$ cat config.mk
export PLATFORM = sky130hd
export DESIGN_NAME = dst_window_and_weekday_core
export DESIGN_NICKNAME = d
export VERILOG_FILES = /design/src/rtl/dww_pkg.sv /design/src/rtl/dww_century.sv /design/src/rtl/dww_calendar.sv /design/src/rtl/dww_window.sv /design/src/rtl/dst_window_and_weekday_core.sv
export SDC_FILE = /design/constraint.sdc
export NUM_CORES = 1
export LEC_CHECK = 0
export BUFFER_PORTS_ARGS = -buffer_cell sky130_fd_sc_hd__buf_2
export CORE_MARGIN = 4
export CORE_UTILIZATION = 55
export DETAILED_ROUTE_END_ITERATION = 8
export PLACE_DENSITY_LB_ADDON = 0.12
export SETUP_SLACK_MARGIN = 0.5
export SYNTH_ARGS = -nofsm -noshare
export SYNTH_HDL_FRONTEND = slang
export SYNTH_SLANG_ARGS = --single-unit
$ cat constraint.sdc
create_clock -name clk_i -period 7 [get_ports clk_i]
set_input_delay 1.4 -clock clk_i [delete_from_list [all_inputs] [get_ports clk_i]]
set_output_delay 1.4 -clock clk_i [all_outputs]
set_load 0.02 [all_outputs]
$ cat src/rtl/dww_pkg.sv
// Shared types, codes and calendar tables for the DST window and weekday core.
`timescale 1ns / 1ps
package dww_pkg;

  localparam int unsigned YearW  = 12;
  localparam int unsigned MonthW = 4;
  localparam int unsigned DayW   = 5;
  localparam int unsigned HourW  = 5;
  localparam int unsigned MinW   = 6;
  localparam int unsigned SecW   = 6;
  localparam int unsigned ZoneW  = 5;
  localparam int unsigned OffW   = 17;
  localparam int unsigned CfgW   = 5;
  localparam int unsigned CfgIdxW = 2;

  // Configuration register indexes
  localparam logic [CfgIdxW-1:0] REG_DST_ENABLE  = 2'd0;
  localparam logic [CfgIdxW-1:0] REG_START_MONTH = 2'd1;
  localparam logic [CfgIdxW-1:0] REG_END_MONTH   = 2'd2;
  localparam logic [CfgIdxW-1:0] REG_ZONE_HOURS  = 2'd3;

  localparam logic [MonthW-1:0] RST_START_MONTH = 4'd3;
  localparam logic [MonthW-1:0] RST_END_MONTH   = 4'd10;

  // Reciprocal of 100 for 12-bit years: q = (y * 1311) >> 17
  localparam int unsigned RecipMul   = 1311;
  localparam int unsigned RecipShift = 17;
  localparam int unsigned ProdW      = 23;
  localparam int unsigned CentW      = 6;

  localparam int signed SecPerHour = 3600;

  // Packed in key order: comparing two of these compares the time of year.
  typedef struct packed {
    logic [MonthW-1:0] month;
    logic [DayW-1:0]   day;
    logic [HourW-1:0]  hour;
    logic [MinW-1:0]   minute;
    logic [SecW-1:0]   second;
  } dww_time_t;

  typedef struct packed {
    logic [2:0] base7;
    logic       leap;
  } dww_year_t;

  function automatic logic [2:0] mod7(input logic [7:0] x);
    logic [6:0] s1;
    logic [3:0] s2;
    logic [3:0] s3;
    s1 = 7'(x[7:6]) + 7'(x[5:0]);
    s2 = 4'(s1[6:3]) + 4'(s1[2:0]);
    s3 = 4'(s2[3]) + 4'(s2[2:0]);
    return (s3 >= 4'd7) ? 3'(s3 - 4'd7) : s3[2:0];
  endfunction

  function automatic logic [2:0] century_key(input logic [1:0] c);
    logic [2:0] k;
    case (c)
      2'd0:    k = 3'd6;
      2'd1:    k = 3'd4;
      2'd2:    k = 3'd2;
      default: k = 3'd0;
    endcase
    return k;
  endfunction

  function automatic logic [2:0] month_key(input logic [MonthW-1:0] m);
    logic [2:0] k;
    case (m)
      4'd2, 4'd3, 4'd11: k = 3'd3;
      4'd4, 4'd7:        k = 3'd6;
      4'd5:              k = 3'd1;
      4'd6:              k = 3'd4;
      4'd8:              k = 3'd2;
      4'd9, 4'd12:       k = 3'd5;
      default:           k = 3'd0;
    endcase
    return k;
  endfunction

  function automatic logic [DayW-1:0] month_len(input logic [MonthW-1:0] m, input logic leap);
    logic [DayW-1:0] n;
    case (m)
      4'd2:                    n = leap ? 5'd29 : 5'd28;
      4'd4, 4'd6, 4'd9, 4'd11: n = 5'd30;
      default:                 n = 5'd31;
    endcase
    return n;
  endfunction

  function automatic logic [2:0] weekday_of(input logic [2:0] base7, input logic leap,
                                            input logic [MonthW-1:0] m,
                                            input logic [DayW-1:0] d);
    logic [7:0] sum;
    logic       adj;
    adj = leap && (m == 4'd1 || m == 4'd2);
    sum = 8'(base7) + 8'(month_key(m)) + 8'(d) + (adj ? 8'd6 : 8'd0);
    return mod7(sum);
  endfunction

endpackage

$ cat src/rtl/dww_century.sv
// Stages 1-2: century split of the year, year key mod 7 and leap flag.
`timescale 1ns / 1ps
module dww_century
  import dww_pkg::*;
(
  input  logic              clk_i,
  input  logic              rst_ni,
  input  logic              valid_i,
  input  logic [YearW-1:0]  year_i,
  input  dww_time_t         time_i,
  output logic              valid_o,
  output dww_year_t         year_o,
  output dww_time_t         time_o
);

  logic             v1_q, v2_q;
  logic [YearW-1:0] y1_q;
  logic [CentW-1:0] cent1_q;
  dww_time_t        t1_q, t2_q;
  dww_year_t        yr2_q;

  logic [CentW-1:0] cent_d;
  logic [12:0]      hund;
  logic [6:0]       yy;
  logic [7:0]       base;
  dww_year_t        yr2_d;

  assign cent_d = CentW'(ProdW'(year_i) * ProdW'(RecipMul) >> RecipShift);

  always_comb begin
    hund = 13'(cent1_q) * 13'd100;
    yy   = 7'(13'(y1_q) - hund);
    base = 8'(century_key(cent1_q[1:0])) + 8'(yy) + 8'(yy[6:2]);
    yr2_d.base7 = mod7(base);
    yr2_d.leap  = ((y1_q[1:0] == 2'd0) && (yy != 7'd0)) ||
                  ((yy == 7'd0) && (cent1_q[1:0] == 2'd0));
  end

  always_ff @(posedge clk_i or negedge rst_ni) begin
    if (!rst_ni) begin
      v1_q <= 1'b0;
      v2_q <= 1'b0;
    end else begin
      v1_q <= valid_i;
      v2_q <= v1_q;
    end
  end

  always_ff @(posedge clk_i) begin
    y1_q    <= year_i;
    cent1_q <= cent_d;
    t1_q    <= time_i;
    yr2_q   <= yr2_d;
    t2_q    <= t1_q;
  end

  assign valid_o = v2_q;
  assign year_o  = yr2_q;
  assign time_o  = t2_q;

endmodule

$ cat src/rtl/dww_calendar.sv
// Stage 3: weekday of the date and last Sundays of the start and end months.
`timescale 1ns / 1ps
module dww_calendar
  import dww_pkg::*;
(
  input  logic              clk_i,
  input  logic              rst_ni,
  input  logic              valid_i,
  input  dww_year_t         year_i,
  input  dww_time_t         time_i,
  input  logic [MonthW-1:0] start_month_i,
  input  logic [MonthW-1:0] end_month_i,
  output logic              valid_o,
  output logic [2:0]        weekday_o,
  output dww_time_t         time_o,
  output dww_time_t         lo_o,
  output dww_time_t         hi_o
);

  logic            v_q;
  logic [2:0]      wd_q;
  dww_time_t       t_q, lo_q, hi_q;

  logic [DayW-1:0] len_s, len_e;
  dww_time_t       lo_d, hi_d;

  always_comb begin
    len_s = month_len(start_month_i, year_i.leap);
    len_e = month_len(end_month_i, year_i.leap);
    lo_d.month  = start_month_i;
    lo_d.day    = len_s - DayW'(weekday_of(year_i.base7, year_i.leap, start_month_i, len_s));
    lo_d.hour   = HourW'(2);
    lo_d.minute = '0;
    lo_d.second = '0;
    hi_d.month  = end_month_i;
    hi_d.day    = len_e - DayW'(weekday_of(year_i.base7, year_i.leap, end_month_i, len_e));
    hi_d.hour   = HourW'(3);
    hi_d.minute = '0;
    hi_d.second = '0;
  end

  always_ff @(posedge clk_i or negedge rst_ni) begin
    if (!rst_ni) begin
      v_q <= 1'b0;
    end else begin
      v_q <= valid_i;
    end
  end

  always_ff @(posedge clk_i) begin
    wd_q <= weekday_of(year_i.base7, year_i.leap, time_i.month, time_i.day);
    t_q  <= time_i;
    lo_q <= lo_d;
    hi_q <= hi_d;
  end

  assign valid_o   = v_q;
  assign weekday_o = wd_q;
  assign time_o    = t_q;
  assign lo_o      = lo_q;
  assign hi_o      = hi_q;

endmodule

$ cat src/rtl/dww_window.sv
// Stage 4: summer window compare and UTC offset, registered result.
`timescale 1ns / 1ps
module dww_window
  import dww_pkg::*;
(
  input  logic                   clk_i,
  input  logic                   rst_ni,
  input  logic                   valid_i,
  input  logic [2:0]             weekday_i,
  input  dww_time_t              time_i,
  input  dww_time_t              lo_i,
  input  dww_time_t              hi_i,
  input  logic                   dst_enable_i,
  input  logic signed [ZoneW-1:0] zone_hours_i,
  output logic                   valid_o,
  output logic [2:0]             weekday_o,
  output logic                   in_summer_o,
  output logic signed [OffW-1:0] offset_seconds_o
);

  logic                   v_q;
  logic [2:0]             wd_q;
  logic                   sum_q;
  logic signed [OffW-1:0] off_q;

  logic                   summer;
  logic signed [5:0]      hours;
  logic signed [OffW-1:0] hours_x;
  logic signed [OffW-1:0] off_d;

  always_comb begin
    summer  = (time_i > lo_i) && (time_i < hi_i);
    hours   = 6'(zone_hours_i) + ((summer && dst_enable_i) ? 6'sd1 : 6'sd0);
    hours_x = OffW'(hours);
    off_d   = hours_x * OffW'(SecPerHour);
  end

  always_ff @(posedge clk_i or negedge rst_ni) begin
    if (!rst_ni) begin
      v_q <= 1'b0;
    end else begin
      v_q <= valid_i;
    end
  end

  always_ff @(posedge clk_i) begin
    wd_q  <= weekday_i;
    sum_q <= summer;
    off_q <= off_d;
  end

  assign valid_o          = v_q;
  assign weekday_o        = wd_q;
  assign in_summer_o      = sum_q;
  assign offset_seconds_o = off_q;

endmodule

$ cat src/rtl/dst_window_and_weekday_core.sv
// Top level: configuration registers and the four-stage date pipeline.
//
//  channel   | handshake          | payload
//  ----------+--------------------+-------------------------------------------------
//  command   | start_i / busy_o   | year_i month_i day_i hour_i minute_i second_i
//  result    | done_o (strobe)    | weekday_o in_summer_o offset_seconds_o
//  config    | cfg_we_i           | cfg_idx_i cfg_wdata_i
//
// One transaction enters per cycle; busy_o is never raised.
// The result strobes done_o after start_i, through the stages: yearly split (multiply by
// reciprocal of 100), year key mod 7, month tables and last Sundays, window compare.
// Reset clears valid bits and loads the register defaults; payload regs are not reset.
// The receiver cannot stall, so the pipeline always advances.
`timescale 1ns / 1ps
module dst_window_and_weekday_core
  import dww_pkg::*;
(
  input  logic                   clk_i,
  input  logic                   rst_ni,
  input  logic                   start_i,
  output logic                   busy_o,
  input  logic [YearW-1:0]       year_i,
  input  logic [MonthW-1:0]      month_i,
  input  logic [DayW-1:0]        day_i,
  input  logic [HourW-1:0]       hour_i,
  input  logic [MinW-1:0]        minute_i,
  input  logic [SecW-1:0]        second_i,
  output logic                   done_o,
  output logic [2:0]             weekday_o,
  output logic                   in_summer_o,
  output logic signed [OffW-1:0] offset_seconds_o,
  input  logic                   cfg_we_i,
  input  logic [CfgIdxW-1:0]     cfg_idx_i,
  input  logic [CfgW-1:0]        cfg_wdata_i
);

  logic                    dst_enable_q;
  logic [MonthW-1:0]       start_month_q, end_month_q;
  logic signed [ZoneW-1:0] zone_hours_q;

  always_ff @(posedge clk_i or negedge rst_ni) begin
    if (!rst_ni) begin
      dst_enable_q  <= 1'b0;
      start_month_q <= RST_START_MONTH;
      end_month_q   <= RST_END_MONTH;
      zone_hours_q  <= '0;
    end else if (cfg_we_i) begin
      unique case (cfg_idx_i)
        REG_DST_ENABLE:  dst_enable_q  <= cfg_wdata_i[0];
        REG_START_MONTH: start_month_q <= cfg_wdata_i[MonthW-1:0];
        REG_END_MONTH:   end_month_q   <= cfg_wdata_i[MonthW-1:0];
        REG_ZONE_HOURS:  zone_hours_q  <= cfg_wdata_i[ZoneW-1:0];
        default: ;
      endcase
    end
  end

  logic      accept;
  dww_time_t t_in;

  assign busy_o = 1'b0;
  assign accept = start_i && !busy_o;

  assign t_in.month  = month_i;
  assign t_in.day    = day_i;
  assign t_in.hour   = hour_i;
  assign t_in.minute = minute_i;
  assign t_in.second = second_i;

  logic      v2;
  dww_year_t yr2;
  dww_time_t t2;

  dww_century u_century (
    .clk_i   (clk_i),
    .rst_ni  (rst_ni),
    .valid_i (accept),
    .year_i  (year_i),
    .time_i  (t_in),
    .valid_o (v2),
    .year_o  (yr2),
    .time_o  (t2)
  );

  logic       v3;
  logic [2:0] wd3;
  dww_time_t  t3, lo3, hi3;

  dww_calendar u_calendar (
    .clk_i         (clk_i),
    .rst_ni        (rst_ni),
    .valid_i       (v2),
    .year_i        (yr2),
    .time_i        (t2),
    .start_month_i (start_month_q),
    .end_month_i   (end_month_q),
    .valid_o       (v3),
    .weekday_o     (wd3),
    .time_o        (t3),
    .lo_o          (lo3),
    .hi_o          (hi3)
  );

  dww_window u_window (
    .clk_i            (clk_i),
    .rst_ni           (rst_ni),
    .valid_i          (v3),
    .weekday_i        (wd3),
    .time_i           (t3),
    .lo_i             (lo3),
    .hi_i             (hi3),
    .dst_enable_i     (dst_enable_q),
    .zone_hours_i     (zone_hours_q),
    .valid_o          (done_o),
    .weekday_o        (weekday_o),
    .in_summer_o      (in_summer_o),
    .offset_seconds_o (offset_seconds_o)
  );

  logic signed [OffW-1:0] std_offset;
  assign std_offset = OffW'(zone_hours_q) * OffW'(SecPerHour);

  a_latency: assert property (@(posedge clk_i) disable iff (!rst_ni)
    accept |-> ##4 done_o)
    else $error("transaction did not complete after four cycles");

  a_no_phantom: assert property (@(posedge clk_i) disable iff (!rst_ni)
    done_o |-> $past(accept, 4))
    else $error("result without a matching transaction");

  a_std_offset: assert property (@(posedge clk_i) disable iff (!rst_ni)
    done_o && !dst_enable_q && $stable(zone_hours_q) |-> offset_seconds_o == std_offset)
    else $error("standard offset mismatch with summer hour disabled");

  a_weekday_range: assert property (@(posedge clk_i) disable iff (!rst_ni)
    done_o |-> weekday_o != 3'd7)
    else $error("weekday out of range");

endmodule

==> results of run 1 <==
## layout make-up
class                           count  area (um2)  share of cell area, %
Clock buffer                       18         429                   3.88
Clock inverter                     14         181                   1.64
Inverter                          165         619                   5.60
Multi-Input combinational cell    576        6080                   55.0
Sequential cell                   151        3120                   28.2
Tap cell                          225         282                   2.55
Timing Repair Buffer               67         338                   3.06
## worst register-to-register path: stages (launching register included)
cell     delay, ns
dfstp_2       0.59
inv_1         0.09
ha_1          0.24
mux4_2        0.46
ha_1          0.22
inv_1         0.09
fa_1          0.43
inv_1         0.09
fa_1          0.42
ha_1          0.24
a21o_1        0.18
a21oi_1       0.18
xnor2_1       0.19
ha_1          0.28
a21o_1        0.15
a21o_1        0.17
ha_1          0.22
ha_1          0.30
ha_1          0.23
a22oi_1       0.10
a21oi_1       0.23
mux2_2        0.39
fa_1          0.41
xnor2_1       0.13
## per-layer routing
metal	global-route usage (%)	vias up	share of wire, %
met5	0	-	0
met4	4.95	0	1.3
met3	3.07	14	2.9
met2	29.5	80	50
met1	21.9	2862	46
li1	-	3135	-
## state kept, by name, indices dropped and copies added, names as in the netlist, 4 cells and up, named ones only
signal	cells
u_century.t1_q	26
end_month_q	4
u_century.y1_q	7
u_century.time_o	26
u_century.cent1_q	5
u_century.year_o	4
start_month_q	4
zone_hours_q	5
u_window.offset_seconds_o	13
u_calendar.hi_o	8
u_calendar.time_o	26
u_calendar.lo_o	8
## per-stage QoR
| step | setup slack [ns] | area, um2 |
|---|---|---|
| global route | 0.460 | 11100 |
| finish | 0.843 | 11100 |
| CTS | 0.622 | 11000 |
| global placement | 0.788 | 10400 |
| floorplan | 1.03 | 9840 |
| detailed placement | 0.629 | 10400 |
## logic make-up (layout without fill, tap and decap cells)
group,count (synthesis),after routing
buf+inv,173,264
fa+ha+maj,276,276
other cells,1,5
compound gates,124,124
mux,24,24
flops,151,151
simple gates,94,94
xor+xnor,53,53
## timing repair
action / in CTS / in global routing
resized for setup: 0 / 6
setup buffers: 0 / 1
setup endpoints to repair: 0 / 3
## placed cells by master, fill, tap and decap left out, types with 3 or more instances in the layout
| cell type | instances |
|---|---|
| dfrtp_1 | 14 |
| fa_1 | 69 |
| o21bai_1 | 3 |
| nand3_1 | 9 |
| dfxtp_1 | 132 |
| mux4_2 | 3 |
| and2_1 | 3 |
| clkbuf_16 | 17 |
| buf_2 | 66 |
| conb_1 | 5 |
| nor3_1 | 5 |
| o211ai_1 | 4 |
| nor4_1 | 3 |
| and3_1 | 5 |
| a21oi_1 | 36 |
| mux2_2 | 19 |
| dfstp_2 | 4 |
| inv_1 | 165 |
| o31ai_1 | 5 |
| o21ai_0 | 27 |
| nand2_1 | 22 |
| ha_1 | 207 |
| a21o_1 | 32 |
| nand4_1 | 6 |
| nor2_1 | 15 |
| xor2_1 | 24 |
| inv_8 | 5 |
| nand2b_1 | 6 |
| xnor2_1 | 27 |
| or4_1 | 3 |
| a22oi_1 | 4 |
| inv_6 | 4 |
## worst min-delay path by stage
stage,cells after the start,to,startpoint,slack (ns)
2_1_floorplan,0,u_calendar.time_o[0],u_century.time_o[0],0.31
4_1_cts,0,u_century.time_o[13],u_century.t1_q[13],0.33
3_5_place_dp,0,u_calendar.time_o[3],u_century.time_o[3],0.31
5_1_grt,0,u_century.time_o[13],u_century.t1_q[13],0.33
6_report,0,u_calendar.time_o[16],u_century.time_o[16],0.32
3_3_place_gp,0,u_century.time_o[0],u_century.t1_q[0],0.31
==> metrics.md, run 1 <==
| Metric | Value |
|---|---|
| Adder-cell share of the synthesized area | `40.4%` |
| Fillers | `1430` |
| DRC viols | `0` |
| Ranking of synthesized cells by area | `dfxtp_1 27%, ha_1 26%, fa_1 14%, inv_1 6.3%, dfrtp_1 3.6%` |
| Site Rows | `48` |
| YS warnings | `0` |
| Final Cycle Share | `88.0%` |
| CTS Hold Bufs | `0` |
| Most frequent cell after synthesis | `ha_1` |
| Clock skew | `0.0106 ns` |
| Slew Limit Fails | `0` |
| Status | `completed` |
| Initial DRC Count | `155` |
| # setup viols final | `0` |
| Post-synthesis mux area share | `3.07%` |
| Gr usage total | `17.0%` |
| Clock transition at path regs | `0.07 ns` |
| Worst Setup EP | `u_calendar.lo_o[19]` |
| GRT overflow | `0` |
| Crit path from | `start_month_q[1]` |
| Die Span Y | `142 um` |
| Core area | `17400 um2` |
| H-tree depth | `4` |
| CTS tree | `yes` |
| Layout area overhead | `12.5%` |
| Largest net degree at the start of global routing | `19` |
| Max Fclk | `0.162 GHz` |
| Synth top area share | `27.1%` |
| Hold Slack | `0.324 ns` |
| Via count | `6091` |
| Critical Path, Cell by Cell | `inv_1 > ha_1 > mux4_2 > ha_1 > inv_1 > fa_1 > inv_1 > fa_1 > ha_1 > a21o_1 > a21oi_1 > xnor2_1 > ha_1 > a21o_1 > a21o_1 > ha_1 > ha_1 > ha_1 > a22oi_1 > a21oi_1 > mux2_2 > fa_1 > xnor2_1` |
| CTS root buf | `clkbuf_16` |
| Finished Layout Cells | `1216` |
| Global-route wire length before repair | `27700 um` |
| Port Buffers | `66` |
| Final HPWL DP | `13000 um` |
| Complex-gate fraction of the synthesized area | `7.87%` |
| Most frequent CP cell | `ha_1` |
| CP Class | `reg -> reg` |
| Die area | `20100 um2` |
| WL per Instance | `13.3 um` |
| Synthesized netlist cell count | `896` |
| Largest stage delay, worst path | `0.59 ns` |
| Capturing point of the worst reg2reg path | `u_calendar.lo_o[19]` |
| Actual slew at the worst max-slew pin | `0.670 ns` |
| Type of the most critical hold path | `reg -> reg` |
| Worst Path Max Fanout | `7` |
| EDFF count, synth | `0` |
| Launch point of the worst reg-to-reg path | `start_month_q[1]` |
| Netlist cell types | `53` |
| Clock latency on the worst-skew pair | `0.42 ns` |
| Synth Cell Area | `9830 um2` |
| Vias in the first global route | `6123` |
| Fin nets | `1303` |
| Largest family of logic cells by synthesized area | `adder cells` |
| Crit path arrival time | `6.45 ns` |
| Ant. Diodes | `0` |
| Buf+Inv Stages, Crit Path | `3` |
| Boundary pin count | `72` |
| Antenna-violating nets left | `0` |
| Post-Route WL | `16200 um` |
| Reg2reg path depth | `23` |
| Gpl congestion | `0.777` |
| Sequential fraction of the synthesis area | `31.7%` |
| Yosys reg bits | `151` |
| Avg Inst Size Synth | `11.0 um2` |
| Synth Area in XOR/XNOR | `4.72%` |
| Max Cap Violations | `0` |
| Vias per cell | `5.01` |
| Fin util | `63.4%` |
| Family with the most delay on the worst path | `adder cells` |
| Num Clock Sinks | `151` |
| Minimum clock period | `6.16 ns` |
| Number of stages on the worst setup path | `23` |
| CP max stage cell | `dfstp_2` |
| Share of cells above drive strength 1 | `13.8%` |
| Req. time, crit path | `7.29 ns` |
| FF-to-FF setup slack | `0.84 ns` |
| Ys async rst share | `11.9%` |
| Startpoint class of the critical path | `flip-flop` |
| Commonest cells in the netlist | `207 x ha_1, 165 x inv_1, 133 x dfxtp_1` |
| Initial Utilization | `56.4%` |
| Most used DFF post-synth | `dfxtp_1` |
| Longest Clk Path Bufs | `2` |
| TritonCTS Buffers | `17` |
| Pre-antenna DRT Iters | `4` |
| Post-Route Setup TNS | `0 ns` |
| Initial antenna violation count | `0` |
| RSZ-0062 raised after global routing | `no` |
| Slew Limit Headroom | `54.7%` |
| Post-Place Cells | `1183` |
| Die W | `142 um` |
| Simple logic cell fraction of the synthesized area | `5.35%` |
| Dominant cell type by area after synthesis | `dfxtp_1` |
| Crit. End Element | `flip-flop` |
| Fin. Hold Viols | `0` |
Power of run 1 is not shown: default switching activity piles up to over one toggle a cycle in this logic, so the estimate is an artifact.
==> run 2, diff against run 1 <==
--- a/config.mk
+++ b/config.mk
@@ -6,8 +6,10 @@
 export NUM_CORES = 1
 export LEC_CHECK = 0
 export BUFFER_PORTS_ARGS = -buffer_cell sky130_fd_sc_hd__buf_2
+export CELL_PAD_IN_SITES_DETAIL_PLACEMENT = 2
+export CELL_PAD_IN_SITES_GLOBAL_PLACEMENT = 2
 export CORE_MARGIN = 4
-export CORE_UTILIZATION = 55
+export CORE_UTILIZATION = 41
 export DETAILED_ROUTE_END_ITERATION = 8
 export PLACE_DENSITY_LB_ADDON = 0.12
 export SETUP_SLACK_MARGIN = 0.5
==> metrics.md, run 2 (same netlist as run 1, synthesis figures left out) <==
| Metric | Value |
|---|---|
| Vias in the first global route | `7606 (+24%)` |
| Critical Path, Cell by Cell | `inv_1 > ha_1 > mux4_2 > ha_1 > inv_1 > fa_1 > inv_1 > fa_1 > ha_1 > a21o_1 > a21oi_1 > xnor2_1 > ha_1 > a21o_1 > a21o_1 > ha_1 > ha_1 > ha_1 > a22oi_2 > a21oi_2 > mux2_2 > fa_1 > xnor2_1` |
| CTS Hold Bufs | `0 (unchanged)` |
| Global-route wire length before repair | `38200 um (+38%)` |
| Buf+Inv Stages, Crit Path | `3 (unchanged)` |
| Worst Path Max Fanout | `7 (unchanged)` |
| Slew Limit Fails | `0 (unchanged)` |
| Num Clock Sinks | `151 (unchanged)` |
| Initial Utilization | `41.7% (-15 points)` |
| Type of the most critical hold path | `reg -> reg` |
| Family with the most delay on the worst path | `adder cells` |
| Number of stages on the worst setup path | `23 (unchanged)` |
| Share of cells above drive strength 1 | `14.8% (+0.98 points)` |
| CP Class | `reg -> reg` |
| # setup viols final | `0 (unchanged)` |
| Finished Layout Cells | `1312 (+7.9%)` |
| Commonest non-fill, non-tap cell in the layout | `ha_1` |
| TritonCTS Buffers | `17 (unchanged)` |
| Fin area | `11200 um2 (+1.5%)` |
| Status | `completed` |
| Commonest cells after routing, fill and taps aside | `205 x ha_1, 165 x inv_1, 132 x dfxtp_1, 68 x fa_1, 66 x buf_2` |
| Placed inst area | `10500 um2 (+1.1%)` |
| GRT overflow | `0 (unchanged)` |
| Layout area overhead | `14.2%` |
| Post-Place Cells | `1277 (+7.9%)` |
| WL per Instance | `16.9 um (+27%)` |
| Worst Slack Setup Final | `0.771 ns (-0.0710 ns)` |
| Gpl congestion | `0.730 (-6.0%)` |
| Reg2reg path depth | `23 (unchanged)` |
| RSZ-0062 raised after global routing | `no` |
| Fin. Hold Viols | `0 (unchanged)` |
| Clock skew | `0.0141 ns (+0.00349 ns)` |
| Most frequent CP cell | `ha_1` |
| Die W | `163 um (+15%)` |
| Die Span Y | `163 um (+15%)` |
| Pre-antenna DRT Iters | `4 (unchanged)` |
| Slew Limit Headroom | `58.6% (+3.9 points)` |
| Worst slack, placed | `0.438 ns (-0.191 ns)` |
| CTS root buf | `clkbuf_16` |
| Initial antenna violation count | `0 (unchanged)` |
| Max Cap Violations | `0 (unchanged)` |
| Hold Path Stages | `0 (unchanged)` |
| CTS tree | `yes` |
| CP max stage cell | `dfstp_2` |
| Final Cycle Share | `89.0% (+1.0 points)` |
| Req. time, crit path | `7.31 ns (+0.02 ns)` |
| Fin nets | `1305 (+0.15%)` |
| Final HPWL DP | `17700 um (+37%)` |
| H-tree depth | `4 (unchanged)` |
| Longest Clk Path Bufs | `2 (unchanged)` |
| Actual slew at the worst max-slew pin | `0.612 ns (-0.0583 ns)` |
| Initial DRC Count | `149 (-3.9%)` |
| Die area | `26500 um2 (+32%)` |
| Post-Route WL | `22200 um (+37%)` |
| Gr usage total | `18.0% (+0.95 points)` |
| Max Fclk | `0.161 GHz (-1.1%)` |
| Largest stage delay, worst path | `0.59 ns (about the same)` |
| Startpoint class of the critical path | `flip-flop` |
| Via count | `6437 (+5.7%)` |
| Clock transition at path regs | `0.07 ns (about the same)` |
| Antenna-violating nets left | `0 (unchanged)` |
| Boundary pin count | `72 (unchanged)` |
| Core area | `23500 um2 (+35%)` |
| Crit. End Element | `flip-flop` |
| Port Buffers | `66 (unchanged)` |
| Site Rows | `56 (+17%)` |
| Vias per cell | `4.91 (-2.1%)` |
| Largest net degree at the start of global routing | `20 (+1)` |
| Ant. Diodes | `0 (unchanged)` |
| Minimum clock period | `6.23 ns (+0.0710 ns)` |
| Crit path arrival time | `6.54 ns (+0.09 ns)` |
| Clock latency on the worst-skew pair | `0.43 ns (about the same)` |
| Post-Route Setup TNS | `0 ns (unchanged)` |
| DRC viols | `0 (unchanged)` |
run 2: path summary, 6_finish.rpt:
| kind | end | from | slack (ns) |
|---|---|---|---|
| worst min register to register | u_calendar.time_o[16] | u_century.time_o[16] | 0.33 |
| min in group asynchronous | zone_hours_q[4] | rst_ni | 0.89 |
| worst max register to register | u_calendar.hi_o[19] | end_month_q[1] | 0.77 |
| worst max-delay path | u_calendar.hi_o[19] | end_month_q[1] | 0.77 |
| max in group asynchronous | start_month_q[0] | rst_ni | 5.76 |
| worst min-delay path | u_calendar.time_o[16] | u_century.time_o[16] | 0.33 |
run 2: final cells by class:
class | count | area, um2
fill | 2483 | 12300
tap | 319 | 399
timing repair buffer | 69 | 353
sequential | 151 | 3120
clock buffer | 17 | 425
multi-input combinational | 576 | 6110
inverter | 165 | 619
clock inverter | 15 | 199
run 2: repair_timing:
| action | 4_1_cts | 5_1_grt |
|---|---|---|
| resized for setup | 2 | 13 |
| setup buffers | 1 | 2 |
| pin swaps | 0 | 2 |
| hold endpoints to repair | 0 | 0 |
| endpoints found under the setup margin | 1 | 9 |
run 2: routing by layer:
| layer | global-route usage, % | up-vias | part of all wire [%] |
|---|---|---|---|
| met5 | 0 | - | 0 |
| met4 | 4.38 | 0 | 1.2 |
| met3 | 2.40 | 17 | 1.6 |
| met2 | 34.6 | 58 | 54 |
| met1 | 21.0 | 3220 | 43 |
| li1 | - | 3142 | - |
run 2: metrics by stage:
step | hold WS (ns) | utilization (%)
after floorplan | 0.310 | -
after global placement | 0.310 | 44.7
after detailed placement | 0.314 | 44.7
after CTS | 0.329 | 47.4
after global routing | 0.330 | 47.7
final | 0.328 | 47.7
Power of run 2 is left out for the same reason.
